**src/hdl/tcp_pkg.sv**
```systemverilog
// ----------------------------------------------------------------------------
// tcp_pkg: shared types and constants for the touch centroid pipeline
// Sample widths, the divider depth, pipeline latencies and the result record
// that each axis lane hands to the merge stage.
// ----------------------------------------------------------------------------
package tcp_pkg;

    // Width of one baseline-corrected reading.
    localparam int SAMPLE_WIDTH = 24;
    localparam int CHANNELS     = 4;

    // Axis sum and twice the weighted sum (weights -3, -1, 1, 3).
    localparam int SUM_W = SAMPLE_WIDTH + 2;
    localparam int TW_W  = SAMPLE_WIDTH + 4;

    // Position format: Q2.14, the weighted sum is doubled, so scale by 2^13.
    localparam int Q_FRAC = 13;
    localparam int Q_BITS = 16;
    localparam int NUM_W  = TW_W - 1 + Q_FRAC;
    localparam int REM_W  = SUM_W + Q_BITS;
    localparam int POS_W  = 16;
    localparam logic signed [POS_W-1:0] POS_MAX = 16'sd32767;

    // Pressure: total * 256 / 2000 is total * 16 / 125.
    localparam int PRESS_W     = 25;
    localparam int TOT_W       = SAMPLE_WIDTH + 3;
    localparam int PM_W        = TOT_W + 4;
    localparam int PRESS_K     = PM_W;
    localparam int PRESS_R_W   = PRESS_K - 6;
    localparam int PRESS_Q_W   = PM_W - 6;
    localparam logic [PRESS_R_W-1:0] PRESS_RECIP = PRESS_R_W'((64'd1 << PRESS_K) / 125);
    localparam logic [6:0] PRESS_DIV = 7'd125;

    // Latencies: lane output after 3 setup stages and one stage per quotient bit.
    localparam int LANE_DEPTH  = 3 + Q_BITS;
    localparam int PRESS_DEPTH = 6;
    localparam int PRESS_DLY   = LANE_DEPTH - PRESS_DEPTH;
    localparam int PIPE_DEPTH  = LANE_DEPTH + 1;

    // Stream widths.
    localparam int S_TDATA_W = ((2 * CHANNELS * SAMPLE_WIDTH + 7) / 8) * 8;
    localparam int M_TDATA_W = ((2 * POS_W + PRESS_W + 7) / 8) * 8;
    localparam int M_TUSER_W = 2;

    typedef logic signed [SAMPLE_WIDTH-1:0] sample_t;

    // Result of one axis lane, before saturation and sign.
    typedef struct packed {
        logic [Q_BITS-1:0] mag;
        logic              neg;
        logic              zero;
        logic              ovf;
    } lane_res_t;

endpackage

```
**src/hdl/tcp_merge.sv**
```systemverilog
// ----------------------------------------------------------------------------
// tcp_merge: combine lane results into the output word
// Saturates and signs each axis position, sets the flags and registers the
// packed result word.
// ----------------------------------------------------------------------------
module tcp_merge
    import tcp_pkg::*;
(
    input  logic                      aclk,
    input  logic                      ce,
    input  lane_res_t                 x_res,
    input  lane_res_t                 y_res,
    input  logic signed [PRESS_W-1:0] pressure,
    output logic [M_TDATA_W-1:0]      m_tdata,
    output logic [M_TUSER_W-1:0]      m_tuser
);

    logic signed [POS_W-1:0] x_pos;
    logic signed [POS_W-1:0] y_pos;
    logic                    x_bad;
    logic                    y_bad;
    logic [M_TDATA_W-1:0]    tdata_reg;
    logic [M_TUSER_W-1:0]    tuser_reg;

    // Position of one axis: zero sum, saturation, or the signed quotient.
    function automatic logic [POS_W:0] axis_out(input lane_res_t r);
        logic signed [POS_W-1:0] pos;
        logic                    bad;
        if (r.zero) begin
            pos = '0;
            bad = 1'b1;
        end else if (r.ovf || r.mag[Q_BITS-1]) begin
            pos = r.neg ? -POS_MAX : POS_MAX;
            bad = 1'b1;
        end else begin
            pos = r.neg ? -POS_W'(r.mag) : POS_W'(r.mag);
            bad = 1'b0;
        end
        return {bad, pos};
    endfunction

    always_comb begin
        {x_bad, x_pos} = axis_out(x_res);
        {y_bad, y_pos} = axis_out(y_res);
    end

    // Output register.
    always_ff @(posedge aclk) begin
        if (ce) begin
            tdata_reg <= M_TDATA_W'({pressure, y_pos, x_pos});
            tuser_reg <= {y_bad, x_bad};
        end
    end

    assign m_tdata = tdata_reg;
    assign m_tuser = tuser_reg;

endmodule
```
**config.mk**
```make
export PLATFORM = sky130hd
export DESIGN_NAME = tcp_merge
export DESIGN_NICKNAME = d
export VERILOG_FILES = /design/src/hdl/tcp_pkg.sv /design/src/hdl/tcp_merge.sv
export SDC_FILE = /design/constraint.sdc
export NUM_CORES = 1
export LEC_CHECK = 0
export BUFFER_PORTS_ARGS = -buffer_cell sky130_fd_sc_hd__clkbuf_2
export CAP_MARGIN = 25
export CORE_MARGIN = 3
export CORE_UTILIZATION = 35
export DETAILED_ROUTE_END_ITERATION = 16
export GPL_TIMING_DRIVEN = 0
export SLEW_MARGIN = 10
export SYNTH_ARGS = -nofsm -noshare
export SYNTH_HDL_FRONTEND = slang
export SYNTH_SLANG_ARGS = --single-unit
```
**constraint.sdc**
```tcl
create_clock -name aclk -period 2.2 [get_ports aclk]
set_input_delay 0.33 -clock aclk [delete_from_list [all_inputs] [get_ports aclk]]
set_output_delay 0.33 -clock aclk [all_outputs]
set_load 0.01 [all_outputs]
```
Yosys cells after proc, flatten, opt, wreduce, memory -nomap -nowiden --
Index checks and enable logic that the tools add are counted.
Word-level totals: register bits 59, input port bits 65, output and inout bits 66, word-level logic and storage cells 17
Cells by class: add/sub/neg operators 2, muxes and demuxes 8, reductions and logical operators 2
Operators with widths (count):
- two-way mux 16 bit | 6
- negation 16 bit | 2
- logical OR 1 bit | 2
- two-way mux 1 bit | 2

Logic depth before layout (Yosys ltp) --
Gate-level depths: netlist (run 1).
depth in word-level cells 3, mapped depth 7, mapped depth without buffers 6

Least setup slack after synthesis (run 1) --
Ideal clock, no wire load.
path type input port to flip-flop, start in y_res[3] (netlist name), end reg tdata_reg[30], in the netlist m_tdata[30], data pin, library setup time 0.268 ns, arrival 1.806 ns, required time 1.932 ns, setup slack 0.126 ns, stages on the path 6, buffers on the path 0, cell sequence inv_1 -> ha_1 -> or4b_2 -> or4_4 -> a21oi_1 -> nor3_2
On the way: word-level cells in the longest chain between the ends 3
RTL lines:
- start, declared | line tcp_merge.sv:12 | input lane_res_t y_res,
- negation 16 bit | line tcp_merge.sv:36 | pos = r.neg ? -POS_W'(r.mag) : POS_W'(r.mag);
- two-way mux 16 bit | line tcp_merge.sv:36
- two-way mux 16 bit | line tcp_merge.sv:32 | end else if (r.ovf || r.mag[Q_BITS-1]) begin
- end signal, assigned | line tcp_merge.sv:50 | tdata_reg <= M_TDATA_W'({pressure, y_pos, x_pos});
- end, declared | line tcp_merge.sv:22 | logic [M_TDATA_W-1:0] tdata_reg;
Every way passes these cells. A chain may end at the register's enable or synchronous reset.

Worst setup path in the final report (run 1) --
start in x_res[3] (netlist name), end reg tdata_reg[14], in the netlist m_tdata[14], data pin
On the way: word-level cells in the longest chain between the ends 3
RTL lines:
- start, declared | line tcp_merge.sv:11 | input lane_res_t x_res,
- negation 16 bit | line tcp_merge.sv:36
- two-way mux 16 bit | line tcp_merge.sv:36
- two-way mux 16 bit | line tcp_merge.sv:32
Every way passes these cells.

==> results.cfg, run 1 <==
[final_layout]
fillers = 772
diodes = 0
drive_above_1_share = 0.387
syn2layout_area_growth_pct = 31.4
num-nets-final = 465

[timing]
holdWs_ns = 0.167
min_period_over_period = 0.890
setup_viol = 0
fmax_ghz = 0.511
fin_crit_ns = 1.96
relSlewSlack = 0.469
maxSlewViolCount = 0
rsz0062_at_grt = no
finalHoldViolCount = 0
worstMarginPinSlew_ns = 0.796

[critical_path]
cp.arrival_ns = 2.05
crit_fanout = 7
path_cells = clkbuf_2 -> inv_1 -> ha_1 -> or3b_2 -> clkbuf_1 -> nor2_1 -> a21oi_1 -> mux2_2
max_stage_delay_ns = 0.44
cp_slowest_cell = or3b_2
crit_required_ns = 2.30
crit_type = input pin to flip-flop
endpoint_kind = flip-flop
crit_path_start_kind = input pin

[power_and_ir_drop]
p_comb_frac = 0.155
p_leak_nw = 1.55
p_switching_mw = 0.733
vdd_drop_max_uv = 312
sequentialPowerShare = 0.518
clockPowerShare = 0.328
power_density_nw_per_um2 = 677
sw_frac_of_total = 0.277
finalPower_mw = 2.64
intPower_mw = 1.91

[synth]
synth-edff-count = 59
yosys.cell_types.count = 42
ys.flop_type = edfxtp_1
yosysTopAreaCell = edfxtp_1
syn_area_per_cell_um2 = 11.5
synth_common_cells = edfxtp_1 (59), nor2_1 (33), o21ai_0 (17)
netlist_area_um2 = 2970
synth_warnings = 0
ys_seq_area_frac = 0.596
yosysMostFrequentCell = edfxtp_1
synth-seq-cells = 59
syn-instance-count = 259
ys_top_cells_by_area = edfxtp_1 (60%), nor2_1 (4.2%), o21ai_0 (2.9%), or4_1 (2.8%), nor3_1 (2.5%)
synthArstFlopShare = 0
synth_top_area_frac = 0.596

[die]
die_area_um2 = 9630
start_util = 0.373
num_rows = 32
die_y_um = 98.1
ios = 131
die_w_um = 98.1
fp.coreArea_um2 = 7970

[status]
status = completed

[cts]
cts_htree_levels = 3
post_cts_buffers = 0
path_clk_slew_ns = 0.08
cts_sinks = 59
clockBufferDepth = 2
cts_hold_buf = 0
cts_buffers = 9
cts_resized = 0
cts_root_buffer = clkbuf_8
cts_tree = built

[global_routing]
antenna_found_initial = 0
overflow = 0
grt_pass1_wl_um = 12400
grt_use_total = 0.160
grt_pass1_vias = 2417
grt_max_degree = 60

[routing]
wl_um = 7790
wl_per_cell_um = 15.4
drt_iter0_drc = 126
drc_errors = 0
dr.pass1.iters = 4
ant_nets = 0
viasPerCell = 5.19
vias = 2621

[hold_path]
hp-class = input pin to flip-flop

[place]
routabilityCongestion = 0.828
dp_hpwl_um = 5580
port_buffers = 122

[run]
max_cap_viol_count = 0
==> metrics by stage <==
step,util,std cells,setup slack (ns),TNS (ns),instance area (um2)
after floorplan,-,265,0.126,0,2990
after global placement,0.468,489,-0.135,-0.259,3730
after detailed placement,0.469,489,-0.0961,-0.192,3730
after CTS,0.490,505,0.261,0,3900
after global routing,0.490,505,0.150,0,3900
final,0.490,505,0.242,0,3900
==> cells in the final DEF, fill, tap and decap left out, types with 2 or more instances in the layout <==
cell type / netlist / final
a211o_1: 3 / 3
a21oi_1: 12 / 12
a311oi_1: 2 / 2
a31oi_1: 7 / 7
buf_4: 7 / 7
clkbuf_1: 15 / 15
clkbuf_2: 0 / 121
clkbuf_8: 0 / 9
clkinv_2: 0 / 2
clkinvlp_4: 0 / 3
conb_1: 1 / 7
edfxtp_1: 59 / 59
ha_1: 2 / 2
inv_1: 8 / 8
mux2_2: 2 / 2
mux2i_1: 7 / 7
nand2_1: 4 / 4
nand4b_1: 2 / 2
nor2_1: 33 / 33
nor2b_1: 2 / 2
nor3_1: 15 / 15
nor4_1: 7 / 7
o21ai_0: 17 / 17
o221ai_1: 2 / 2
o22a_1: 3 / 3
o31a_1: 3 / 3
o32ai_1: 4 / 4
or2_2: 2 / 2
or3_1: 11 / 11
or3b_2: 3 / 3
or4_1: 11 / 11
==> layer usage <==
| layer | global-route usage | share of wire | vias to the layer above |
|---|---|---|---|
| li1 | - | - | 1281 |
| met1 | 0.228 | 0.44 | 1227 |
| met2 | 0.245 | 0.47 | 106 |
| met3 | 0.0364 | 0.077 | 7 |
| met4 | 0.0504 | 0.011 | 0 |
| met5 | 0 | 0 | - |
==> sequential cells by signal, summed over array words and instances (netlist names) <==
register and flops:
m_tdata 57, m_tuser 2
==> area by class of cell <==
type	instances	area (um2)	area share
inverter	8	30.0	0.00769
clock buffer	9	124	0.0317
timing repair buffer	122	613	0.157
buffer	23	114	0.0292
multi-input combinational	175	1080	0.276
sequential	59	1770	0.454
tap	102	128	0.0327
clock inverter	7	45.0	0.0115
==> power groups by stage <==
| stage | registers, mW | clock network, mW | logic, mW |
|---|---|---|---|
| floorplan | 1.44 | 0 | 0.132 |
| global placement | 1.39 | 0 | 0.407 |
| detailed placement | 1.39 | 0 | 0.411 |
| CTS | 1.37 | 0.893 | 0.413 |
| global route | 1.38 | 0.951 | 0.452 |
| finish | 1.37 | 0.866 | 0.409 |
==> path summary, 6_finish.rpt <==
path  cells past startpoint  slack, ns     endpoint        start
max                       8       0.24  m_tdata[14]     x_res[3]
min                       1       0.17  m_tdata[36]  pressure[4]
==> kinds of logic after synthesis <==
| logic type | synth area share |
|---|---|
| and+or+nand+nor | 0.182 |
| xor gates and xnor gates | 0.00295 |
| buffers and inverters | 0.0484 |
| DFF | 0.596 |
| other | 0.00126 |
| adders and majority gates | 0.00842 |
| AOI/OAI and AO/OA | 0.130 |
| muxes | 0.0312 |
==> worst max-delay path, delay by kind of cell <==
kind,cells,cell delay [ns]
buffers and inverters,3,0.35
adder cells (fa/ha/maj),1,0.17
AND/OR/NAND/NOR,2,0.78
AO/OA/AOI/OAI,1,0.12
multiplexers,1,0.29
(Power assumes the default switching activity.)
==> run 2: changes to the inputs <==
--- a/config.mk
+++ b/config.mk
@@ -7,10 +7,13 @@
 export LEC_CHECK = 0
 export BUFFER_PORTS_ARGS = -buffer_cell sky130_fd_sc_hd__clkbuf_2
 export CAP_MARGIN = 25
+export CELL_PAD_IN_SITES_DETAIL_PLACEMENT = 0
+export CELL_PAD_IN_SITES_GLOBAL_PLACEMENT = 1
 export CORE_MARGIN = 3
 export CORE_UTILIZATION = 35
 export DETAILED_ROUTE_END_ITERATION = 16
 export GPL_TIMING_DRIVEN = 0
+export PLACE_DENSITY_LB_ADDON = 0.1
 export SLEW_MARGIN = 10
 export SYNTH_ARGS = -nofsm -noshare
 export SYNTH_HDL_FRONTEND = slang
==> constraint.sdc (replaced) <==
create_clock -name aclk -period 2.2 [get_ports aclk]
set_input_delay 0.66 -clock aclk [delete_from_list [all_inputs] [get_ports aclk]]
set_output_delay 0.66 -clock aclk [all_outputs]
set_load 0.01 [all_outputs]
==> results.cfg, run 2 (same netlist as run 1, synthesis figures left out) <==
[critical_path]
max_stage_delay_ns = 0.54
endpoint_kind = flip-flop
cp.arrival_ns = 2.31
crit_required_ns = 2.38
cpMostUsedCell = or4_4
cp_slowest_cell = or4_4
path_cells = clkbuf_2 -> or4_4 -> buf_6 -> or4_4 -> and3_4 -> nor3_2
crit_fanout = 7
crit_type = input pin to flip-flop
crit_path_start_kind = input pin
endpoint = m_tdata[30]
crit_start = y_res[9]

[routing]
drt_iter0_drc = 59
wl_met1_um = 3560
top_layer_used = met4
dr.pass1.iters = 4
dr_wl_met3_um = 510
wl_um = 8070
viasPerCell = 5.20
vias = 2635
dr_wl_met2_um = 3970
ant_nets = 0
wl_per_cell_um = 15.9
drc_errors = 0

[global_routing]
overflow = 0
grt_pass1_vias = 2528
antenna_found_initial = 0
grt_pass1_wl_um = 12900
grt_max_degree = 60
grt_use_total = 0.167

[die]
start_util = 0.373
num_rows = 32
ios = 131
fp.coreArea_um2 = 7970
die_w_um = 98.1
die_y_um = 98.1
die_area_um2 = 9630

[cts]
cts_htree_levels = 3
cts_tree = built
path_clk_slew_ns = 0.08
cts_buffers = 9
cts_hold_buf = 0
clockBufferDepth = 2
cts_root_buffer = clkbuf_8
cts_sinks = 59

[hold_path]
hp-class = input pin to flip-flop
min_from = pressure[18]

[timing]
relSlewSlack = 0.448
rsz0062_at_grt = no
fin_crit_ns = 2.13
setup_ws_ns = 0.0729
min_period_over_period = 0.967
fmax_ghz = 0.470
setup_viol = 0
maxSlewViolCount = 0
worstMarginPinSlew_ns = 0.828
finalHoldViolCount = 0

[final_layout]
final_cell_mix = clkbuf_2 (121), edfxtp_1 (59), nor2_1 (32), o21ai_0 (17)
diodes = 0
largest_reg_flops = 57
num-nets-final = 467
final_common_cell = clkbuf_2
fillers = 775
syn2layout_area_growth_pct = 36.0
drive_above_1_share = 0.415
finish.utilization = 0.507

[place]
routabilityCongestion = 0.784
dp_hpwl_um = 5820
port_buffers = 122
dpl_worst_slack_ns = -0.333

[power_and_ir_drop]
finalPower_mw = 2.88
power_density_nw_per_um2 = 712
p_leak_nw = 1.59
vdd_drop_max_uv = 314

[status]
status = completed

[run]
max_cap_viol_count = 0
[run 2: worst min-delay path by stage]
stage | to | slack (ns) | cells past startpoint
5_1_grt | m_tdata[36] | 0.47 | 1
6_report | m_tdata[50] | 0.50 | 1
3_5_place_dp | m_tdata[47] | 0.84 | 1
4_1_cts | m_tdata[50] | 0.48 | 1
3_3_place_gp | m_tdata[38] | 0.84 | 1
2_1_floorplan | m_tdata[32] | 0.76 | 0
[run 2: power by group]
part / internal [mW] / total [mW] / switching [mW]
combinational: 0.170 / 0.421 / 0.252
clock: 0.640 / 1.09 / 0.448
sequential: 1.34 / 1.37 / 0.0249
total: 2.15 / 2.88 / 0.724
[run 2: layout make-up]
type,instances,area (um2),share of cell area
sequential,59,1770,0.438
multi-input combinational,175,1130,0.279
timing repair buffer,124,628,0.155
clock buffer,10,128,0.0316
tap,102,128,0.0316
buffer,23,121,0.0300
clock inverter,6,90.1,0.0223
inverter,8,47.5,0.0118
[run 2: repair_timing]
| action | in CTS | in global routing |
|---|---|---|
| setup buffers | 0 | 2 |
| resized for setup | 0 | 3 |
| endpoints found under the setup margin | 0 | 4 |
[run 2: metal layers]
layer	vias to the layer above	GRT usage
li1	1276	-
met1	1272	0.219
met2	85	0.276
met3	2	0.0350
met4	0	0.0536
met5	-	0
[run 2: per-stage QoR]
stage	TNS, ns	hold slack [ns]	instances	instance area, um2
final	0	0.498	507	4040
after CTS	0	0.479	505	4010
after global placement	-3.79	0.837	489	3790
after floorplan	-0.0401	0.759	265	3060
after detailed placement	-2.97	0.839	489	3800
after global routing	0	0.474	507	4040
[run 2: worst max-delay path, delay by kind of cell]
family / cells / cell delay, ns
buffers and inverters: 2 / 0.27
AND/OR/NAND/NOR: 4 / 1.38
