$ cat src/hdl/tcp_pkg.sv
// ----------------------------------------------------------------------------
// tcp_pkg: shared types and constants for the touch centroid pipeline
// Sample widths, the divider depth, pipeline latencies and the result record
// that each axis lane hands to the merge stage.
// ----------------------------------------------------------------------------
package tcp_pkg;

    // Width of one baseline-corrected reading.
    localparam int SAMPLE_WIDTH = 24;
    localparam int CHANNELS     = 4;

    // Axis sum and twice the weighted sum (weights -3, -1, 1, 3).
    localparam int SUM_W = SAMPLE_WIDTH + 2;
    localparam int TW_W  = SAMPLE_WIDTH + 4;

    // Position format: Q2.14, the weighted sum is doubled, so scale by 2^13.
    localparam int Q_FRAC = 13;
    localparam int Q_BITS = 16;
    localparam int NUM_W  = TW_W - 1 + Q_FRAC;
    localparam int REM_W  = SUM_W + Q_BITS;
    localparam int POS_W  = 16;
    localparam logic signed [POS_W-1:0] POS_MAX = 16'sd32767;

    // Pressure: total * 256 / 2000 is total * 16 / 125.
    localparam int PRESS_W     = 25;
    localparam int TOT_W       = SAMPLE_WIDTH + 3;
    localparam int PM_W        = TOT_W + 4;
    localparam int PRESS_K     = PM_W;
    localparam int PRESS_R_W   = PRESS_K - 6;
    localparam int PRESS_Q_W   = PM_W - 6;
    localparam logic [PRESS_R_W-1:0] PRESS_RECIP = PRESS_R_W'((64'd1 << PRESS_K) / 125);
    localparam logic [6:0] PRESS_DIV = 7'd125;

    // Latencies: lane output after 3 setup stages and one stage per quotient bit.
    localparam int LANE_DEPTH  = 3 + Q_BITS;
    localparam int PRESS_DEPTH = 6;
    localparam int PRESS_DLY   = LANE_DEPTH - PRESS_DEPTH;
    localparam int PIPE_DEPTH  = LANE_DEPTH + 1;

    // Stream widths.
    localparam int S_TDATA_W = ((2 * CHANNELS * SAMPLE_WIDTH + 7) / 8) * 8;
    localparam int M_TDATA_W = ((2 * POS_W + PRESS_W + 7) / 8) * 8;
    localparam int M_TUSER_W = 2;

    typedef logic signed [SAMPLE_WIDTH-1:0] sample_t;

    // Result of one axis lane, before saturation and sign.
    typedef struct packed {
        logic [Q_BITS-1:0] mag;
        logic              neg;
        logic              zero;
        logic              ovf;
    } lane_res_t;

endpackage

$ cat src/hdl/tcp_axis_lane.sv
// ----------------------------------------------------------------------------
// tcp_axis_lane: weighted sum and pipelined ratio for one axis
// Forms the axis sum and twice the weighted sum, then divides the scaled
// weighted sum by the axis sum with one restoring step per stage.
// ----------------------------------------------------------------------------
module tcp_axis_lane
    import tcp_pkg::*;
(
    input  logic                   aclk,
    input  logic                   ce,
    input  sample_t                smp [CHANNELS],
    output logic signed [SUM_W-1:0] sum_o,
    output lane_res_t              res
);

    logic signed [SUM_W-1:0] sum_reg;
    logic signed [TW_W-1:0]  tw_reg;
    logic [NUM_W-1:0]        num_reg;
    logic [SUM_W-1:0]        den_reg;
    logic                    neg_reg;
    logic                    zero_reg;

    logic [REM_W-1:0]  rem_reg  [Q_BITS+1];
    logic [SUM_W-1:0]  dsum_reg [Q_BITS+1];
    logic [Q_BITS-1:0] q_reg    [Q_BITS+1];
    logic              neg_d    [Q_BITS+1];
    logic              zero_d   [Q_BITS+1];
    logic              ovf_d    [Q_BITS+1];

    // Stage 1: axis sum and twice the weighted sum, both exact.
    always_ff @(posedge aclk) begin
        if (ce) begin
            sum_reg <= SUM_W'(smp[0]) + SUM_W'(smp[1]) + SUM_W'(smp[2]) + SUM_W'(smp[3]);
            tw_reg  <= TW_W'(smp[3]) * TW_W'(3) - TW_W'(smp[0]) * TW_W'(3) - TW_W'(smp[1])
                       + TW_W'(smp[2]);
        end
    end

    // Stage 2: magnitudes, quotient sign and the zero-sum case.
    always_ff @(posedge aclk) begin
        if (ce) begin
            num_reg  <= {(tw_reg[TW_W-1] ? (TW_W-1)'(-tw_reg) : (TW_W-1)'(tw_reg)),
                         {Q_FRAC{1'b0}}};
            den_reg  <= sum_reg[SUM_W-1] ? SUM_W'(-sum_reg) : SUM_W'(sum_reg);
            neg_reg  <= tw_reg[TW_W-1] ^ sum_reg[SUM_W-1];
            zero_reg <= (sum_reg == '0);
        end
    end

    // Stage 3: a quotient of 2^16 or more cannot fit and saturates.
    always_ff @(posedge aclk) begin
        if (ce) begin
            rem_reg[0]  <= REM_W'(num_reg);
            dsum_reg[0] <= den_reg;
            q_reg[0]    <= '0;
            neg_d[0]    <= neg_reg;
            zero_d[0]   <= zero_reg;
            ovf_d[0]    <= (REM_W'(num_reg) >= {den_reg, {Q_BITS{1'b0}}});
        end
    end

    // Restoring division, one quotient bit per stage, most significant first.
    for (genvar k = 0; k < Q_BITS; k++) begin : g_div
        localparam int SH = Q_BITS - 1 - k;
        logic [REM_W-1:0] trial;
        logic             ge;

        assign trial = REM_W'(dsum_reg[k]) << SH;
        assign ge    = (rem_reg[k] >= trial);

        always_ff @(posedge aclk) begin
            if (ce) begin
                rem_reg[k+1]  <= ge ? (rem_reg[k] - trial) : rem_reg[k];
                dsum_reg[k+1] <= dsum_reg[k];
                q_reg[k+1]    <= {q_reg[k][Q_BITS-2:0], ge};
                neg_d[k+1]    <= neg_d[k];
                zero_d[k+1]   <= zero_d[k];
                ovf_d[k+1]    <= ovf_d[k];
            end
        end
    end

    assign sum_o    = sum_reg;
    assign res.mag  = q_reg[Q_BITS];
    assign res.neg  = neg_d[Q_BITS];
    assign res.zero = zero_d[Q_BITS];
    assign res.ovf  = ovf_d[Q_BITS];

endmodule

$ cat config.mk
export PLATFORM = sky130hd
export DESIGN_NAME = tcp_axis_lane
export DESIGN_NICKNAME = d
export VERILOG_FILES = /design/src/hdl/tcp_pkg.sv /design/src/hdl/tcp_axis_lane.sv
export SDC_FILE = /design/constraint.sdc
export NUM_CORES = 2
export LEC_CHECK = 0
export BUFFER_PORTS_ARGS = -buffer_cell sky130_fd_sc_hd__buf_4
export CAP_MARGIN = 20
export CORE_AREA = 2 2 457 459
export CTS_BUF_LIST = sky130_fd_sc_hd__clkbuf_4
export DETAILED_ROUTE_END_ITERATION = 6
export DIE_AREA = 0 0 459 461
export SYNTH_ARGS = -nofsm -noshare
export SYNTH_HDL_FRONTEND = slang
export SYNTH_SLANG_ARGS = --single-unit
$ cat constraint.sdc
create_clock -name aclk -period 6.7 [get_ports aclk]
set_input_delay 0.67 -clock aclk [delete_from_list [all_inputs] [get_ports aclk]]
set_output_delay 0.67 -clock aclk [all_outputs]
set_load 0.05 [all_outputs]
### After elaboration in Yosys (flattened, before gate mapping)

Memories as Yosys holds them, arrays and structs flattened.
Index checks and enable logic that the tools add are counted.

| storage, ports and cells | value |
|---|---|
| register bits after elaboration | 109 |
| latch bits | 0 |
| memory bits (writable) | 1479 |
| bits in read-only memories | 0 |
| input port bits | 98 |
| output and inout bits | 45 |
| word-level logic and storage cells | 78 |
| memories kept | 6 |

| cells by class | value |
|---|---|
| add/sub/neg operators | 24 |
| multipliers | 2 |
| divide/modulo/power cells | 0 |
| order comparisons | 17 |
| equality and inequality tests | 0 |
| shifts and indexed selects | 0 |
| multiplexer cells | 20 |
| bitwise gates (word level) | 1 |
| reduce and logical (&&, ||, !) cells | 1 |

Memories:

| name | depth | bits a word | read ports | clocked after Yosys merged registers in | write ports | line | source |
|---|---|---|---|---|---|---|---|
| rem_reg | 17 | 42 | 16 | 0 | 17 | tcp_axis_lane.sv:23 | `logic [REM_W-1:0] rem_reg [Q_BITS+1];` |
| dsum_reg | 17 | 26 | 16 | 0 | 17 | tcp_axis_lane.sv:24 | `logic [SUM_W-1:0] dsum_reg [Q_BITS+1];` |
| q_reg | 17 | 16 | 17 | 0 | 17 | tcp_axis_lane.sv:25 | `logic [Q_BITS-1:0] q_reg [Q_BITS+1];` |
| neg_d | 17 | 1 | 17 | 0 | 17 | tcp_axis_lane.sv:26 | `logic neg_d [Q_BITS+1];` |
| ovf_d | 17 | 1 | 17 | 0 | 17 | tcp_axis_lane.sv:28 | `logic ovf_d [Q_BITS+1];` |
| zero_d | 17 | 1 | 17 | 0 | 17 | tcp_axis_lane.sv:27 | `logic zero_d [Q_BITS+1];` |

Operators with widths:

| operator | number |
|---|---|
| 42-bit two-way mux | 16 |
| 24-bit by 3-bit multiplier with 27-bit output (second input constant) | 2 |
| 40-bit by 42-bit >= comparator with 1-bit output | 1 |
| 42-bit by 26-bit >= comparator with 1-bit output | 1 |
| 42-bit by 27-bit >= comparator with 1-bit output | 1 |
| 42-bit by 28-bit >= comparator with 1-bit output | 1 |
| 42-bit by 29-bit >= comparator with 1-bit output | 1 |
| 42-bit by 30-bit >= comparator with 1-bit output | 1 |
| 42-bit by 31-bit >= comparator with 1-bit output | 1 |
| 42-bit by 32-bit >= comparator with 1-bit output | 1 |
| 42-bit by 33-bit >= comparator with 1-bit output | 1 |
| 42-bit by 34-bit >= comparator with 1-bit output | 1 |
| 42-bit by 35-bit >= comparator with 1-bit output | 1 |
| 42-bit by 36-bit >= comparator with 1-bit output | 1 |
| 42-bit by 37-bit >= comparator with 1-bit output | 1 |
| 42-bit by 38-bit >= comparator with 1-bit output | 1 |
| 42-bit by 39-bit >= comparator with 1-bit output | 1 |
| 42-bit by 40-bit >= comparator with 1-bit output | 1 |
| 42-bit by 41-bit >= comparator with 1-bit output | 1 |
| 42-bit by 26-bit subtractor with 42-bit output | 1 |
| 42-bit by 27-bit subtractor with 42-bit output | 1 |
| 42-bit by 28-bit subtractor with 42-bit output | 1 |
| 42-bit by 29-bit subtractor with 42-bit output | 1 |
| 42-bit by 30-bit subtractor with 42-bit output | 1 |
| other kinds (24) | 25 |

### Longest topological paths before layout

| depth | value |
|---|---|
| depth after elaboration | 4 |
| mapped depth | 20 |
| mapped depth without buffers | 20 |

### Worst setup path before layout

OpenSTA, ideal clock, no wires.

| timing path | value |
|---|---|
| kind | in2reg |
| start point | input port smp[2] (netlist name) |
| end point | register tw_reg[25], data pin |
| setup time | 259 ps |
| arrival time | 4994 ps |
| data required time | 6441 ps |
| path slack | 1447 ps |
| stages | 17 |
| path buffers | 0 |
| cells stage by stage | fa_1 -> fa_1 -> fa_1 -> inv_1 -> fa_1 -> inv_1 -> ha_1 -> a21o_1 -> a21oi_1 -> nor3_1 -> nand2b_1 -> o41ai_1 -> a21oi_1 -> a211o_1 -> a21o_1 -> a21oi_1 -> xnor2_1 |

| on the way | value |
|---|---|
| word-level cells in the longest chain between the ends | 4 |

Ends and longest elaborated chain:

| item | line | source |
|---|---|---|
| from (decl) | tcp_axis_lane.sv:11 | `input sample_t smp [CHANNELS],` |
| 24-bit by 3-bit multiplier with 27-bit output | tcp_axis_lane.sv:34 | `tw_reg <= TW_W'(smp[3]) * TW_W'(3) - TW_W'(smp[0]) * TW_W'(3) - TW_W'(smp[1])` |
| 27-bit by 27-bit subtractor with 28-bit output | tcp_axis_lane.sv:34 |  |
| 28-bit by 24-bit subtractor with 28-bit output | tcp_axis_lane.sv:34 |  |
| 28-bit by 24-bit adder with 28-bit output | tcp_axis_lane.sv:35 | `+ TW_W'(smp[2]);` |
| to (signal assigned) | tcp_axis_lane.sv:34 |  |
| to (decl) | tcp_axis_lane.sv:17 | `logic signed [TW_W-1:0] tw_reg;` |

No other way between the ends.
A chain may end at the register's enable or synchronous reset.

### Final worst setup path

| timing path | value |
|---|---|
| start point | input port smp[24] (netlist name) |
| end point | register sum_reg[22], in the netlist sum_o[22], data pin |

| on the way | value |
|---|---|
| word-level cells in the longest chain between the ends | 2 |

Ends and longest elaborated chain:

| item | line | source |
|---|---|---|
| 25-bit by 24-bit adder with 26-bit output | tcp_axis_lane.sv:33 | `sum_reg <= SUM_W'(smp[0]) + SUM_W'(smp[1]) + SUM_W'(smp[2]) + SUM_W'(smp[3]);` |
| 26-bit by 24-bit adder with 26-bit output | tcp_axis_lane.sv:33 |  |
| to (signal assigned) | tcp_axis_lane.sv:33 |  |
| to (decl) | tcp_axis_lane.sv:16 | `logic signed [SUM_W-1:0] sum_reg;` |

No other way between the ends.

==> metrics <==
RSZ-0062 raised after global routing=false; CP endpoint kind=register; WL final=around 160000 um; hold slack=about 0.23 ns; Vias/cell=approximately 5.0; WP data required=between 7 and 8 ns; first-pass GRT wire length=259800 um; Ys Warns=0; top cell type by total area after synthesis=edfxtp_1; site row count=approximately 170; Max Root-Sink Buffers=4; fin crit period=5.123 ns; layout cells sized above 1=11.71%; CTS HTree Levels=5; maximum VDD drop=between 150 and 200 uV; Synth Register Bits=between 1000 and 1500; Netlist cell types=94; reg2reg end=rem_reg[0][583]; Synth area leaders=edfxtp_1, ha_1, fa_1; Setup-failing EPs final=0; sequential fraction of the synthesis area=roughly half; Worst Tran Pin Value=approximately 1.2 ns; vias=50000; number of clock sinks=1252; f_max=roughly 200 MHz; clock skew=0.09733 ns; die area=211600 sq um; final hold vios=0; TritonCTS clock tree=yes; post-route ant nets=0; worst r2r path cells=12; fin crit share=approximately three quarters; 1st-iter DRT viols=about 2800; status=completed; hold path start=smp[88]; WS Path Type=in -> reg; Total GRT Usage=between 10% and 20%; antenna violations before repair=3; worst path arrival time=between 6 and 7 ns; GRT overflow=0; mapped cell area=74110 sq um; Lkg Pwr=~34 nW; r2r setup slk=between 2 and 2.5 ns; Syn Area/Cell=11.20 sq um; gp weighted congestion=around 0.94; setup tns final=0 ns; PortBufs=approximately 140; largest net degree at the start of global routing=188; Inserted Clock Buffers=between 300 and 400; final core area utilization=~40%; starting density of the core=between 30% and 40%; syn_nets=between 7000 and 8000; number of gates resized after CTS=0; type of origin of the critical path=input pin; relative slew slack=21.10%; # Max-Cap Violations=0; drt pass-1 iters=6; dominant synthesized flop cell=edfxtp_1; WL per Instance=~16 um; Post-synth top cells=edfxtp_1, inv_1, ha_1; Synth top area share=50.73%; Critical Path Sink=sum_o[22]; Reg clk slew, reported paths=roughly 0.070 ns; post-CTS setup buffer count=0; min-delay worst type=in -> reg; synthesis-to-layout area growth=11.93%; chip width=459 um; Root Buffer Master=clkbuf_4; IO Count=about 140; number of global-route vias before repair=approximately 53000; fillers=19880; synthesized instance count=around 6600; max reg flops=540; Async S/R FF share, synth=0%; number of synthesized flops with an enable pin=about 1300; count leader, synth=edfxtp_1; clk_lat worst skew=1.26 ns; RR Startpoint=rem_reg[0][508]; power density over the cells=~440 nW/um^2; core area=approximately 210000 sq um; DP Wirelength=between 100000 and 150000 um; Setup crit start=smp[24]; drt drc=0; Final nets=a little under 8000; Die H=around 460 um; Max Slew Vio Count=0; CP Max Fanout=3
logic make-up (layout without fill, tap and decap cells):
group / Yosys count / after routing / share of synthesized area, %
AOI/OAI and AO/OA: 1586 / 1586 / 13.56
and+or+nand+nor: 1518 / 1518 / 9.991
DFF: 1252 / 1252 / 50.73
buffers and inverters: 960 / 1618 / 4.948
adders and majority gates: 702 / 702 / 13.46
xor gates and xnor gates: 521 / 521 / 6.157
muxes: 76 / 76 / 1.151
other: 0 / 8 / 0
stage by stage:
step	cell area [sq um]	setup slack [ns]	power [mW]	cells
final	82950	1.577	36.86	9985
after global routing	82950	1.537	39.84	9985
after CTS	82930	1.816	37.20	9977
after detailed placement	78430	0.9417	30.15	9362
after global placement	78430	0.8987	29.83	9362
after floorplan	74110	1.447	25.76	6615
report_power, final:
part / switching, mW / internal (mW) / leakage [nW]
clock network: 3.13 / 3.59 / 2.54
registers: 1.33 / 11.9 / 12.1
logic: 9.63 / 7.27 / 19.3
routing by layer:
layer  part of all wire [%]  vias to the layer above  global-route usage, %
met1                     34                    23480                  13.21
li1                       -                    24870                      -
met2                     55                     1085                  30.46
met5                      0                        -                      0
met3                    3.9                      565                  3.093
met4                    6.4                        0                  10.53
area by class of cell:
| type | count | area, sq um | share of cell area [%] |
|---|---|---|---|
| Sequential cell | 1252 | 37600 | 45.32 |
| Multi-Input combinational cell | 4403 | 32920 | 39.68 |
| Clock buffer | 507 | 3806 | 4.588 |
| Tap cell | 2704 | 3383 | 4.078 |
| Inverter | 824 | 3093 | 3.729 |
| Timing Repair Buffer | 206 | 1709 | 2.060 |
| Clock inverter | 81 | 427.9 | 0.5158 |
| Antenna cell | 8 | 20.02 | 0.02413 |
placed cells by master (no fill, tap or decap), drive strengths merged, types with 50 or more instances in the layout:
| cell | n |
|---|---|
| xnor2 | 324 |
| edfxtp | 1252 |
| o21a | 75 |
| xor2 | 197 |
| mux2 | 74 |
| nor2 | 341 |
| o31ai | 55 |
| a21o | 223 |
| ha | 543 |
| nand2b | 83 |
| nand2 | 481 |
| inv | 826 |
| fa | 159 |
| a21oi | 445 |
| nand3 | 102 |
| nor2b | 76 |
| o21ai | 433 |
| nor3 | 86 |
| nand4 | 68 |
| buf | 179 |
| nor4 | 60 |
| clkbuf | 507 |
| a31oi | 50 |
| clkinv | 74 |
worst min path at each step:
stage	to	slack, ns	cells past startpoint
2_1_floorplan	neg_d[0]	0.40	0
3_3_place_gp	q_reg[11][4]	0.40	0
3_5_place_dp	q_reg[13][8]	0.40	0
4_1_cts	sum_o[16]	0.003	4
5_1_grt	sum_o[16]	0.06	4
6_report	sum_o[16]	0.23	4
critical path: stages:
cell and delay, ns:
dlygate4sd3_1 0.54, buf_4 0.14, fa_1 0.44, dlygate4sd3_1 0.57, ha_1 0.18, ha_1 0.19, a21oi_1 0.14, nor2b_1 0.08
a311oi_1 0.60, a21oi_1 0.26, o41ai_1 0.65, o31a_1 0.27, o21ai_1 0.18, a221o_1 0.37, a21oi_1 0.17, xnor2_1 0.08
dlygate4sd3_1 0.56
repair_timing:
| action | CTS | global route |
|---|---|---|
| hold endpoints to repair | 160 | 0 |
| setup endpoints to repair | 0 | 0 |
| hold buffers | 27 | 0 |
No activity file was read; power rests on OpenSTA's default activity.
