File: src/hdl/tcp_pkg.sv
// ----------------------------------------------------------------------------
// tcp_pkg: shared types and constants for the touch centroid pipeline
// Sample widths, the divider depth, pipeline latencies and the result record
// that each axis lane hands to the merge stage.
// ----------------------------------------------------------------------------
package tcp_pkg;

    // Width of one baseline-corrected reading.
    localparam int SAMPLE_WIDTH = 24;
    localparam int CHANNELS     = 4;

    // Axis sum and twice the weighted sum (weights -3, -1, 1, 3).
    localparam int SUM_W = SAMPLE_WIDTH + 2;
    localparam int TW_W  = SAMPLE_WIDTH + 4;

    // Position format: Q2.14, the weighted sum is doubled, so scale by 2^13.
    localparam int Q_FRAC = 13;
    localparam int Q_BITS = 16;
    localparam int NUM_W  = TW_W - 1 + Q_FRAC;
    localparam int REM_W  = SUM_W + Q_BITS;
    localparam int POS_W  = 16;
    localparam logic signed [POS_W-1:0] POS_MAX = 16'sd32767;

    // Pressure: total * 256 / 2000 is total * 16 / 125.
    localparam int PRESS_W     = 25;
    localparam int TOT_W       = SAMPLE_WIDTH + 3;
    localparam int PM_W        = TOT_W + 4;
    localparam int PRESS_K     = PM_W;
    localparam int PRESS_R_W   = PRESS_K - 6;
    localparam int PRESS_Q_W   = PM_W - 6;
    localparam logic [PRESS_R_W-1:0] PRESS_RECIP = PRESS_R_W'((64'd1 << PRESS_K) / 125);
    localparam logic [6:0] PRESS_DIV = 7'd125;

    // Latencies: lane output after 3 setup stages and one stage per quotient bit.
    localparam int LANE_DEPTH  = 3 + Q_BITS;
    localparam int PRESS_DEPTH = 6;
    localparam int PRESS_DLY   = LANE_DEPTH - PRESS_DEPTH;
    localparam int PIPE_DEPTH  = LANE_DEPTH + 1;

    // Stream widths.
    localparam int S_TDATA_W = ((2 * CHANNELS * SAMPLE_WIDTH + 7) / 8) * 8;
    localparam int M_TDATA_W = ((2 * POS_W + PRESS_W + 7) / 8) * 8;
    localparam int M_TUSER_W = 2;

    typedef logic signed [SAMPLE_WIDTH-1:0] sample_t;

    // Result of one axis lane, before saturation and sign.
    typedef struct packed {
        logic [Q_BITS-1:0] mag;
        logic              neg;
        logic              zero;
        logic              ovf;
    } lane_res_t;

endpackage

File: src/hdl/tcp_pressure.sv
// ----------------------------------------------------------------------------
// tcp_pressure: total pressure from the two axis sums
// Computes (total * 256) / 2000 truncated toward zero with a reciprocal
// multiply and one correction step, then delays it to line up with the lanes.
// ----------------------------------------------------------------------------
module tcp_pressure
    import tcp_pkg::*;
(
    input  logic                      aclk,
    input  logic                      ce,
    input  logic signed [SUM_W-1:0]   sum_x,
    input  logic signed [SUM_W-1:0]   sum_y,
    output logic signed [PRESS_W-1:0] pressure
);

    logic signed [TOT_W-1:0]         tot_reg;
    logic [PM_W-1:0]                 m_reg;
    logic                            neg_reg;
    logic [PM_W-1:0]                 m2_reg;
    logic                            neg2_reg;
    logic [PM_W+PRESS_R_W-1:0]       prod_reg;
    logic [PRESS_Q_W-1:0]            mag_reg;
    logic                            neg3_reg;
    logic signed [PRESS_W-1:0]       dly_reg [PRESS_DLY+1];

    logic [PRESS_Q_W-1:0] q0;
    logic [PM_W-1:0]      rem;

    // Total of all eight readings.
    always_ff @(posedge aclk) begin
        if (ce) begin
            tot_reg <= TOT_W'(sum_x) + TOT_W'(sum_y);
        end
    end

    // Magnitude times 16, sign kept aside.
    always_ff @(posedge aclk) begin
        if (ce) begin
            m_reg   <= {(tot_reg[TOT_W-1] ? (TOT_W)'(-tot_reg) : (TOT_W)'(tot_reg)), 4'b0000};
            neg_reg <= tot_reg[TOT_W-1];
        end
    end

    // Reciprocal multiply: the estimate is the true quotient or one below it.
    always_ff @(posedge aclk) begin
        if (ce) begin
            prod_reg <= (PM_W + PRESS_R_W)'(m_reg) * (PM_W + PRESS_R_W)'(PRESS_RECIP);
            m2_reg   <= m_reg;
            neg2_reg <= neg_reg;
        end
    end

    // Correction: the remainder is below twice the divisor.
    assign q0  = prod_reg[PRESS_K +: PRESS_Q_W];
    assign rem = m2_reg - PM_W'(q0) * PM_W'(PRESS_DIV);

    always_ff @(posedge aclk) begin
        if (ce) begin
            mag_reg  <= (rem >= PM_W'(PRESS_DIV)) ? q0 + 1'b1 : q0;
            neg3_reg <= neg2_reg;
        end
    end

    // Apply the sign, then delay to the lane latency.
    always_ff @(posedge aclk) begin
        if (ce) begin
            dly_reg[0] <= neg3_reg ? -PRESS_W'(mag_reg) : PRESS_W'(mag_reg);
            for (int i = 1; i <= PRESS_DLY; i++) begin
                dly_reg[i] <= dly_reg[i-1];
            end
        end
    end

    assign pressure = dly_reg[PRESS_DLY];

endmodule

File: config.mk
export PLATFORM = sky130hd
export DESIGN_NAME = tcp_pressure
export DESIGN_NICKNAME = d
export VERILOG_FILES = /design/src/hdl/tcp_pkg.sv /design/src/hdl/tcp_pressure.sv
export SDC_FILE = /design/constraint.sdc
export NUM_CORES = 1
export LEC_CHECK = 0
export BUFFER_PORTS_ARGS = -buffer_cell sky130_fd_sc_hd__buf_4
export CAP_MARGIN = 10
export CORE_MARGIN = 3
export CORE_UTILIZATION = 40
export DETAILED_ROUTE_END_ITERATION = 8
export SLEW_MARGIN = 40
export SYNTH_ARGS = -nofsm -noshare
export SYNTH_HDL_FRONTEND = slang
export SYNTH_SLANG_ARGS = --single-unit
File: constraint.sdc
create_clock -name aclk -period 7.12 [get_ports aclk]
set_input_delay 1.068 -clock aclk [delete_from_list [all_inputs] [get_ports aclk]]
set_output_delay 1.068 -clock aclk [all_outputs]
set_load 0.01 [all_outputs]
* Word level (Yosys, flattened, before mapping)
Memories as Yosys holds them, arrays and structs flattened.
Index checks and enable logic that the tools add are counted.
** Operators by class
- $add $sub $neg :: 5
- $mul :: 2
- Div/mod/pow operators :: 0
- Order comparisons :: 1
- Equal/unequal tests :: 0
- Shift operators :: 0
- Multiplexer cells :: 5
- Bitwise operators :: 0
- Reduce and logical (&&, ||, !) cells :: 0
** Operators by type and width (number)
- 27-bit by 25-bit multiplier with 52-bit output, second input constant :: 1
- 25-bit 2-to-1 mux :: 2
- 31-bit by 7-bit greater-or-equal comparator with 1-bit output, second input constant :: 1
- 25-bit by 7-bit multiplier with 31-bit output, second input constant :: 1
- 31-bit subtractor :: 1
- 26-bit by 26-bit adder with 27-bit output :: 1
- 27-bit negation :: 1
- 26-bit 2-to-1 mux :: 1
- 25-bit by 1-bit adder with 25-bit output, second input constant :: 1
- 25-bit negation :: 1
- 1-bit 2-to-1 mux :: 2
** Word-level totals
- Flip-flop bits (word level) :: 161
- Bits in latches :: 0
- Bits in writable memories :: 350
- Memory bits (read-only) :: 0
- Input bits :: 54
- Output and inout port bits :: 25
- Logic and storage cells :: 23
- Memories :: 1
** Memory list
- dly_reg :: depth 14, width 25, read ports 14, clocked after Yosys merged registers in 0, write ports 14, line tcp_pressure.sv:24 : logic signed [PRESS_W-1:0] dly_reg [PRESS_DLY+1];

* Depth between registers and ports, before layout
Gate-level depths: netlist of the first run.
- Word-level depth :: 4
- Mapped depth :: 24
- Gate-level depth less buffers :: 24

* Least setup slack after synthesis of the first run
Ideal clock, no wire load.
- Path kind :: reg2reg
- From :: register m_reg[20]
- To :: register prod_reg[49], data pin
- Setup time :: 0.261 ns
- Data arrival time :: 5.836 ns
- Required time :: 6.859 ns
- Setup slack :: 1.023 ns
- Cell stages (with the launch flop) :: 24
- Path buffers :: 0
- Path through :: edfxtp_1 ha_1 inv_1 fa_1 inv_1 ha_1 inv_1 fa_1 inv_1 fa_1 inv_1 fa_1 inv_1 fa_1 ha_1 and4_1 and3_1 o311ai_0 a21oi_1 o211ai_1 a31oi_1 a21o_1 nor3_1 a311o_1
** Between the ends
- Word-level cells in the longest chain between the ends :: 1
** RTL lines
- from (decl) :: line tcp_pressure.sv:17 : logic [PM_W-1:0] m_reg;
- from (signal assigned) :: line tcp_pressure.sv:39 : m_reg <= {(tot_reg[TOT_W-1] ? (TOT_W)'(-tot_reg) : (TOT_W)'(tot_reg)), 4'b0000};
- 27-bit by 25-bit multiplier with 52-bit output :: line tcp_pressure.sv:47 : prod_reg <= (PM_W + PRESS_R_W)'(m_reg) * (PM_W + PRESS_R_W)'(PRESS_RECIP);
- to (signal assigned) :: line tcp_pressure.sv:47
- to (decl) :: line tcp_pressure.sv:21 : logic [PM_W+PRESS_R_W-1:0] prod_reg;
Every way passes these cells.
A chain may end at the register's enable or synchronous reset.

* Final worst setup path of the first run
- From :: register m_reg[28]
- To :: register prod_reg[48], data pin
The elaborated chain is that of the path after synthesis.

==> results_dict.tcl, run 1 <==
set metrics [dict create \
    holdPathStages 0 \
    synth_edf_count 484 \
    drt-initial-drc-count 1043 \
    ant_nets 0 \
    core_area_um2 82770 \
    num_rows 105 \
    cts_max_level 2 \
    fin_nets 3605 \
    slew_violations 0 \
    cp_max_fo 9 \
    rsz0062_at_grt "no" \
    clock_latency_ns 0.62 \
    grtUsageTotal 0.1564 \
    fmax_mhz 146.0 \
    final_core_util 0.4533 \
    synth_area_leader_cell "edfxtp_1" \
    synthesis.area_um2 33690 \
    async_reset_ff_frac 0 \
    grt_overflow_total 0 \
    antenna_found_initial 0 \
    synth_ff_type "edfxtp_1" \
    synth_area_leaders "edfxtp_1 43%, fa_1 19%, ha_1 16%" \
    die_x_um 296.2 \
    reg2reg_slack_ns 0.27 \
    finalSetupTns_ns 0 \
    cp-start-kind "register" \
    start_util 0.4071 \
    io_buffers 78 \
    grt_first_pass_wirelength_mm 107.7 \
    required_ns 7.48 \
    reg2reg_to "prod_reg[48]$_DFFE_PP_" \
    clk_pin_slew_ns 0.06 \
    via_count 18900 \
    cp.arrival_ns 7.21 \
    hold_viol 0 \
    min_path_type "reg -> reg" \
    antennaDiodeCount 0 \
    cts.path.max_buffers 3 \
    min_to "dly_reg[0][26]$_DFFE_PP_" \
    setup_violations 0 \
    reg2reg_depth 22 \
    cts_tree "built" \
    maxCapViolations 0 \
    wl_mm 66.64 \
    num_io_pins 79 \
    critPathKind "reg -> reg" \
    ctsRootBufferMaster "clkbuf_16" \
    slew_headroom 0.4736 \
    clock_sinks 484 \
    syn_to_final_growth_pct 11.35 \
    min_from "dly_reg[0][1]$_DFFE_PP_" \
    firstDrtPassIters 5 \
    endpoint_kind "register" \
    fin_cells 3923 \
    ys_warn_count 0 \
    die-area_um2 87750 \
    fin_skew_ns 0.02256 \
    grt_pass1_vias 20280 \
    period_share 0.9622 \
    viasPerCell 4.819 \
    drive_gt1_frac 0.08517 \
    largest_reg_flops 350 \
    period_needed_ns 6.851 \
    drc 0 \
    layout_commonest_cell "inv_1" \
    outcome "finished clean" \
    syn_avg_cell_area_um2 12.63 \
    syn_nets 3460 \
    hpwl_mm 53.50 \
    yosysUniqueCellTypes 74 \
    yosysSeqAreaShare 0.4314 \
    cts_buffers 51 \
    place.gp.congestion 0.8965 \
    syn_inst 2667 \
    wire_per_inst_um 16.99 \
    worst_pin_slew_ns 0.7896 \
    grt_max_degree 136 \
    placed_cells 3826 \
    r2r-start "m_reg[28]$_DFFE_PP_" \
    layout_common_cells "684 x inv_1, 484 x edfxtp_1, 418 x ha_1" \
    synth-seq-cells 484 \
    yosysTopAreaCellShare 0.4314 \
    die_y_um 296.2 \
]
==> per-stage QoR <==
step	setup slack, ns	cell area [µm²]	hold slack, ns
after floorplan	1.023	33690	0.4003
after global placement	0.1703	35780	0.4007
after detailed placement	0.1552	35810	0.4045
after CTS	0.1086	37480	0.4024
after global routing	0.04482	37520	0.4190
final	0.2688	37520	0.4014
==> how the worst max path moves through the flow <==
stage | endpoint | cells after the start | startpoint
global route | prod_reg[48]$_DFFE_PP_ | 22 | m_reg[29]$_DFFE_PP_
finish | prod_reg[48]$_DFFE_PP_ | 22 | m_reg[28]$_DFFE_PP_
detailed placement | prod_reg[49]$_DFFE_PP_ | 21 | m_reg[29]$_DFFE_PP_
floorplan | prod_reg[49]$_DFFE_PP_ | 23 | m_reg[20]$_DFFE_PP_
CTS | prod_reg[49]$_DFFE_PP_ | 21 | m_reg[15]$_DFFE_PP_
global placement | prod_reg[49]$_DFFE_PP_ | 21 | m_reg[28]$_DFFE_PP_
==> cells in the mapped netlist (5+ instances only) <==
| library cell | count |
|---|---|
| o21ai_0 | 59 |
| fa_1 | 321 |
| inv_1 | 684 |
| nand2b_1 | 19 |
| nand2_1 | 77 |
| nor3_1 | 20 |
| or3_1 | 7 |
| o41ai_1 | 7 |
| edfxtp_1 | 484 |
| xnor2_1 | 108 |
| or4_1 | 10 |
| a21oi_1 | 71 |
| nor2b_1 | 16 |
| or2_2 | 5 |
| o211ai_1 | 11 |
| and4_1 | 10 |
| nor2_1 | 55 |
| ha_1 | 418 |
| buf_4 | 25 |
| o21bai_1 | 5 |
| nand3_1 | 26 |
| a31oi_1 | 10 |
| o31ai_1 | 18 |
| o21a_1 | 13 |
| nand4_1 | 10 |
| clkbuf_1 | 16 |
| a21o_1 | 38 |
| a211oi_1 | 10 |
| xor2_1 | 14 |
| and3_1 | 13 |
==> cell families (layout without fill, tap and decap cells) <==
logic type / count (synthesis) / in the layout / share of synthesized area
xor+xnor: 122 / 122 / 0.03171
flops: 484 / 484 / 0.4314
buf+inv: 731 / 917 / 0.08500
compound gates: 297 / 297 / 0.05908
mux: 4 / 4 / 0.001225
simple gates: 290 / 290 / 0.04568
fa+ha+maj: 739 / 739 / 0.3459
==> worst max-delay path, cell delays in order (launching register included) <==
cell and delay, ns:
edfxtp_1 0.59, ha_1 0.43, inv_1 0.07, fa_1 0.55
inv_1 0.05, ha_1 0.30, fa_1 0.51, inv_1 0.05
fa_1 0.46, fa_1 0.54, inv_1 0.05, fa_1 0.44
ha_1 0.35, a21o_1 0.21, a21o_1 0.17, a21oi_1 0.33
o2111ai_1 0.35, o211ai_1 0.33, a31oi_1 0.19, a21o_1 0.24
buf_4 0.14, a21oi_1 0.16, xnor2_1 0.08
==> layout make-up <==
| class | count | area, µm² |
|---|---|---|
| fill | 7439 | 45250 |
| multi-input combinational | 1452 | 16310 |
| sequential | 484 | 14530 |
| inverter | 684 | 2567 |
| tap | 1070 | 1339 |
| clock buffer | 60 | 1310 |
| timing repair buffer | 139 | 1104 |
| clock inverter | 34 | 355.3 |
==> per-layer routing <==
metal | up-vias | GRT usage | routed length [µm]
met4 | 0 | 0.03531 | 1338
met3 | 91 | 0.02104 | 1962
li1 | 9106 | - | -
met2 | 300 | 0.2777 | 33470
met1 | 9407 | 0.2041 | 29870
met5 | - | 0 | 0
==> what timing repair did <==
item	in CTS	in global routing
hold buffers	0	0
buffers inserted	0	2
gates resized for setup	0	4
endpoints found under the setup margin	0	10
Power of run 1 is not shown: default switching activity piles up to over one toggle a cycle in this logic, so the estimate is an artifact.
==> inputs of run 2 (changes only) <==
--- a/config.mk
+++ b/config.mk
@@ -5,11 +5,13 @@
 export SDC_FILE = /design/constraint.sdc
 export NUM_CORES = 1
 export LEC_CHECK = 0
+export ABC_AREA = 1
 export BUFFER_PORTS_ARGS = -buffer_cell sky130_fd_sc_hd__buf_4
 export CAP_MARGIN = 10
 export CORE_MARGIN = 3
 export CORE_UTILIZATION = 40
 export DETAILED_ROUTE_END_ITERATION = 8
+export PLACE_DENSITY_LB_ADDON = 0.12
 export SLEW_MARGIN = 40
 export SYNTH_ARGS = -nofsm -noshare
 export SYNTH_HDL_FRONTEND = slang
==> run 2 against run 1 <==
Net effect:
- worst setup slack improved by 0.54 ns
- critical path depth is the same
- design area grew 5.5%
- global-route usage grew 1.9 points
- count of clock-buffer cells in the layout rose by 2
- synthesized cell count increased by 27%
- fmax grew 8.6%
- largest cell class unchanged
==> results_dict.tcl, run 2 <==
set metrics [dict create \
    wire_per_inst_um 17.09 \
    dp_slack_ns 0.7792 \
    syn_nets 4168 \
    cp_max_fo 10 \
    clock_latency_ns 0.62 \
    via_count 21780 \
    filler_cell_count 8445 \
    antennaDiodeCount 0 \
    cts_hold_buffers 0 \
    drive_gt1_frac 0.05628 \
    yosysUniqueCellTypes 39 \
    cts_resized 0 \
    r2r-start "m_reg[21]$_DFFE_PP_" \
    synthesis.area_um2 35740 \
    ys_warn_count 0 \
    start_util 0.4038 \
    yosysTopAreaCellShare 0.4066 \
    viasPerCell 4.633 \
    core_area_um2 88510 \
    cts_tree "built" \
    synth_area_leader_cell "edfxtp_1" \
    cp-start-kind "register" \
    grt_max_degree 101 \
    reg2reg_to "prod_reg[54]$_DFFE_PP_" \
    required_ns 7.48 \
    critPathMaxStageDelay_ns 0.68 \
    die_y_um 304.9 \
    critPathBufInv 6 \
    hold_viol 0 \
    cp.arrival_ns 6.67 \
    hpwl_mm 65.17 \
    cts_buffers 52 \
    grtUsageTotal 0.1758 \
    worst_pin_slew_ns 0.7919 \
    layout_common_cells "910 x inv_1, 484 x nand2_1, 484 x edfxtp_1" \
    wl_mm 80.34 \
    slowest_stage "edfxtp_1" \
    place.gp.congestion 0.8852 \
    grt_first_pass_wirelength_mm 126.4 \
    synth_ff_type "edfxtp_1" \
    slew_headroom 0.4720 \
    fmax_mhz 158.5 \
    clock_sinks 484 \
    firstDrtPassIters 8 \
    endpoint_kind "register" \
    ctsRootBufferMaster "clkbuf_16" \
    period_share 0.8863 \
    path_cells "ha_1, inv_1, fa_1, inv_1, ha_1, inv_1, fa_1, inv_1, fa_1, inv_1, fa_1, inv_1, fa_1, ha_1, a21oi_1, o21ai_0, a21oi_1, o21ai_0, a21oi_1, o21ai_0, nor2_1, nor2_1" \
    slew_violations 0 \
    outcome "finished clean" \
    rsz0062_at_grt "no" \
    reg2reg_depth 22 \
    largest_reg_flops 350 \
    synth-seq-cells 484 \
    path_delay_family "adder cells" \
    io_buffers 78 \
    num_rows 109 \
    fin_skew_ns 0.03556 \
    layout_commonest_cell "inv_1" \
    grt_overflow_total 0 \
    antenna_found_initial 3 \
    min_path_type "reg -> reg" \
    finalSetupTns_ns 0 \
    cp-endpoint "prod_reg[54]$_DFFE_PP_" \
    yosysSeqAreaShare 0.4066 \
    syn_inst 3375 \
    synth_area_leaders "edfxtp_1 41%, fa_1 18%, ha_1 15%" \
    cts.path.max_buffers 3 \
    yosysMostFrequentCell "inv_1" \
    fin_nets 4288 \
    period_needed_ns 6.310 \
    synth_edf_count 484 \
    syn_to_final_growth_pct 10.70 \
    min_from "dly_reg[0][38]$_DFFE_PP_" \
    setup_violations 0 \
    synth_commonest_cells "910 x inv_1, 484 x edfxtp_1, 484 x nand2_1" \
    reg2reg_slack_ns 0.81 \
    drt-initial-drc-count 1249 \
    grt_pass1_vias 22800 \
    clk_pin_slew_ns 0.06 \
    die_x_um 304.9 \
    critPathKind "reg -> reg" \
    crit_cells 22 \
    ant_nets 0 \
    cts_max_level 2 \
    maxCapViolations 0 \
    crit_top_cell "inv_1" \
    num_io_pins 79 \
    drc 0 \
    die-area_um2 92980 \
    holdPathStages 0 \
    async_reset_ff_frac 0 \
    layout_setup_ws_ns 0.8096 \
    syn_avg_cell_area_um2 10.59 \
    crit_start "m_reg[21]$_DFFE_PP_" \
    cts_setup_buffers 0 \
]
-- run 2: cell types whose count changed after synthesis, sizes merged, moves of 13 or more --
| cell | before | now |
|---|---|---|
| a21o | 38 | 6 |
| a21oi | 72 | 109 |
| and3 | 13 | 0 |
| inv | 684 | 916 |
| nand2 | 77 | 487 |
| nand2b | 19 | 0 |
| nand3 | 30 | 93 |
| nor2 | 55 | 199 |
| nor2b | 16 | 0 |
| o31ai | 18 | 4 |
| xnor2 | 108 | 35 |
| xor2 | 14 | 87 |
-- run 2: per-stage QoR --
step | util | cell area [µm²] | hold WS, ns | cells
4_1_cts | 0.4470 | 39570 | 0.4048 | 4701
3_3_place_gp | 0.4263 | 37730 | 0.4003 | 4604
6_report | 0.4470 | 39570 | 0.4010 | 4701
2_1_floorplan | - | 35740 | 0.4003 | 3375
3_5_place_dp | 0.4269 | 37790 | 0.4045 | 4606
5_1_grt | 0.4470 | 39570 | 0.4183 | 4701
-- run 2: routing by layer --
metal | up-vias | wire [µm] | global-route usage
li1 | 10820 | - | -
met1 | 10500 | 36780 | 0.2367
met2 | 355 | 37940 | 0.2954
met3 | 111 | 3355 | 0.02703
met4 | 2 | 2255 | 0.04957
met5 | - | 13 | 0
-- run 2: worst min path at each step --
| stage | to | slack, ns |
|---|---|---|
| after floorplan | dly_reg[0][100]$_DFFE_PP_ | 0.40 |
| after global placement | dly_reg[1][64]$_DFFE_PP_ | 0.40 |
| after detailed placement | dly_reg[0][102]$_DFFE_PP_ | 0.40 |
| after CTS | dly_reg[0][63]$_DFFE_PP_ | 0.40 |
| after global routing | dly_reg[0][63]$_DFFE_PP_ | 0.42 |
| final | dly_reg[0][63]$_DFFE_PP_ | 0.40 |
-- run 2: final cells by class --
type / instances / area (µm²) / area share
Clock buffer: 62 / 1339 / 0.03384
Clock inverter: 33 / 439.2 / 0.01110
Inverter: 919 / 3450 / 0.08719
Multi-Input combinational cell: 1938 / 17520 / 0.4428
Sequential cell: 484 / 14530 / 0.3673
Tap cell: 1165 / 1458 / 0.03684
Timing Repair Buffer: 100 / 827.0 / 0.02090
-- run 2: cells by family after synthesis --
| family | Yosys count | synth area share |
|---|---|---|
| adder cells (fa/ha/maj) | 739 | 0.3261 |
| flip-flops | 484 | 0.4066 |
| AO/OA/AOI/OAI | 226 | 0.03550 |
| XOR/XNOR | 122 | 0.02990 |
| buffers and inverters | 953 | 0.1032 |
| AND/OR/NAND/NOR | 851 | 0.09865 |
Power of run 2 is left out for the same reason.
==> inputs of run 3 (changes only) <==
--- a/config.mk
+++ b/config.mk
@@ -8,6 +8,7 @@
 export ABC_AREA = 1
 export BUFFER_PORTS_ARGS = -buffer_cell sky130_fd_sc_hd__buf_4
 export CAP_MARGIN = 10
+export CORE_ASPECT_RATIO = 0.8
 export CORE_MARGIN = 3
 export CORE_UTILIZATION = 40
 export DETAILED_ROUTE_END_ITERATION = 8
==> run 3 against run 2 <==
Net effect:
- via count is essentially flat
- hold slack got worse by 0.0061 ns
- worst setup slack got worse by 0.17 ns
- critical path depth is 1 higher
- die area about the same
- wire length increased by 1.2%
- fmax decreased by 2.6%
- critical path type unchanged
==> results_dict.tcl, run 3 (synthesis results as in run 2) <==
set metrics [dict create \
    outcome "finished clean" \
    critPathBufInv 7 \
    cts_resized 0 \
    finalSetupTns_ns 0 \
    clock_latency_ns 0.64 \
    top_layer "met4" \
    slew_violations 0 \
    setup_violations 0 \
    critPathKind "reg -> reg" \
    critPathMaxStageDelay_ns 0.67 \
    cp-start-kind "register" \
    start_util 0.4056 \
    num_rows 97 \
    met1Wirelength_mm 42.71 \
    met2_length_mm 32.91 \
    io_buffers 78 \
    grtUsageTotal 0.1798 \
    ant_nets 0 \
    min_path_type "reg -> reg" \
    dp_slack_ns 0.7258 \
    clk_pin_slew_ns 0.09 \
    fin_cells 4728 \
    ctsRootBufferMaster "clkbuf_16" \
    fin_nets 4292 \
    drive_gt1_frac 0.05706 \
    drc 0 \
    clock_sinks 484 \
    place.gp.congestion 0.9011 \
    fmax_mhz 154.4 \
    core_area_um2 88110 \
    die-area_um2 93000 \
    period_share 0.9098 \
    cts_setup_buffers 0 \
    firstDrtPassIters 5 \
    wire_per_inst_um 17.19 \
    syn_to_final_growth_pct 10.54 \
    placed_area_um2 37820 \
    grt_overflow_total 0 \
    multi_input_area_um2 17530 \
    cp_max_fo 9 \
    hold_viol 0 \
    cp.arrival_ns 6.84 \
    cts_buffers 51 \
    hpwl_mm 64.85 \
    rsz0062_at_grt "no" \
    slowest_stage "edfxtp_1" \
    worst_pin_slew_ns 0.8316 \
    regArea_um2 14530 \
    path_cells "inv_1, ha_1, inv_1, fa_1, ha_1, fa_1, inv_1, fa_1, fa_1, inv_1, fa_1, ha_1, nand2_1, nor2_1, inv_1, nor2_1, inv_1, nor4_1, a21oi_1, o21ai_0, inv_1, nor2_1, nor2_1" \
    filler_cell_count 8529 \
    num_io_pins 79 \
    period_needed_ns 6.478 \
    die_x_um 340.2 \
    layout_common_cells "910 x inv_1, 484 x nand2_1, 484 x edfxtp_1" \
    placed_cells 4633 \
    grt_first_pass_wirelength_mm 128.7 \
    largest_reg_flops 350 \
    required_ns 7.48 \
    layout_commonest_cell "inv_1" \
    drt-initial-drc-count 1437 \
    fin_area_um2 39510 \
    antennaDiodeCount 0 \
    cts_hold_buffers 0 \
    maxCapViolations 0 \
    cts.path.max_buffers 3 \
    die_y_um 273.4 \
    path_delay_family "adder cells" \
    grt_pass1_vias 22310 \
    slew_headroom 0.4456 \
    dr_wl_met3_mm 4.022 \
    endpoint_kind "register" \
    fin_skew_ns 0.04311 \
    crit_top_cell "inv_1" \
    cts_tree "built" \
    viasPerCell 4.606 \
    grt_max_degree 144 \
    via_count 21780 \
    layout_setup_ws_ns 0.6419 \
    cts_max_level 2 \
    antenna_found_initial 0 \
    wl_mm 81.28 \
]
[run 3: cell type report]
class / count / area share
Clock buffer: 58 / 0.03351
Clock inverter: 36 / 0.008487
Inverter: 919 / 0.08731
Multi-Input combinational cell: 1938 / 0.4436
Sequential cell: 484 / 0.3679
Tap cell: 1188 / 0.03762
Timing Repair Buffer: 105 / 0.02160
[run 3: per-stage QoR]
step | hold WS [ns] | utilization
2_1_floorplan | 0.4003 | -
3_3_place_gp | 0.4004 | 0.4292
3_5_place_dp | 0.4045 | 0.4292
4_1_cts | 0.3982 | 0.4480
5_1_grt | 0.4208 | 0.4484
6_report | 0.3948 | 0.4484
[run 3: final timing paths]
path	start	end	slack [ns]	depth (start not counted)
max reg2reg	m_reg[29]$_DFFE_PP_	prod_reg[54]$_DFFE_PP_	0.64	23
min reg2reg	dly_reg[0][33]$_DFFE_PP_	dly_reg[0][58]$_DFFE_PP_	0.39	0
min	dly_reg[0][33]$_DFFE_PP_	dly_reg[0][58]$_DFFE_PP_	0.39	0
max	m_reg[29]$_DFFE_PP_	prod_reg[54]$_DFFE_PP_	0.64	23
[run 3: layer usage]
layer  GRT usage  vias to the layer above
met1      0.2814                    10410
li1            -                    10840
met5           0                        -
met2      0.2598                      430
met3     0.03018                       96
met4     0.03933                        0
Power of run 3 is left out for the same reason.
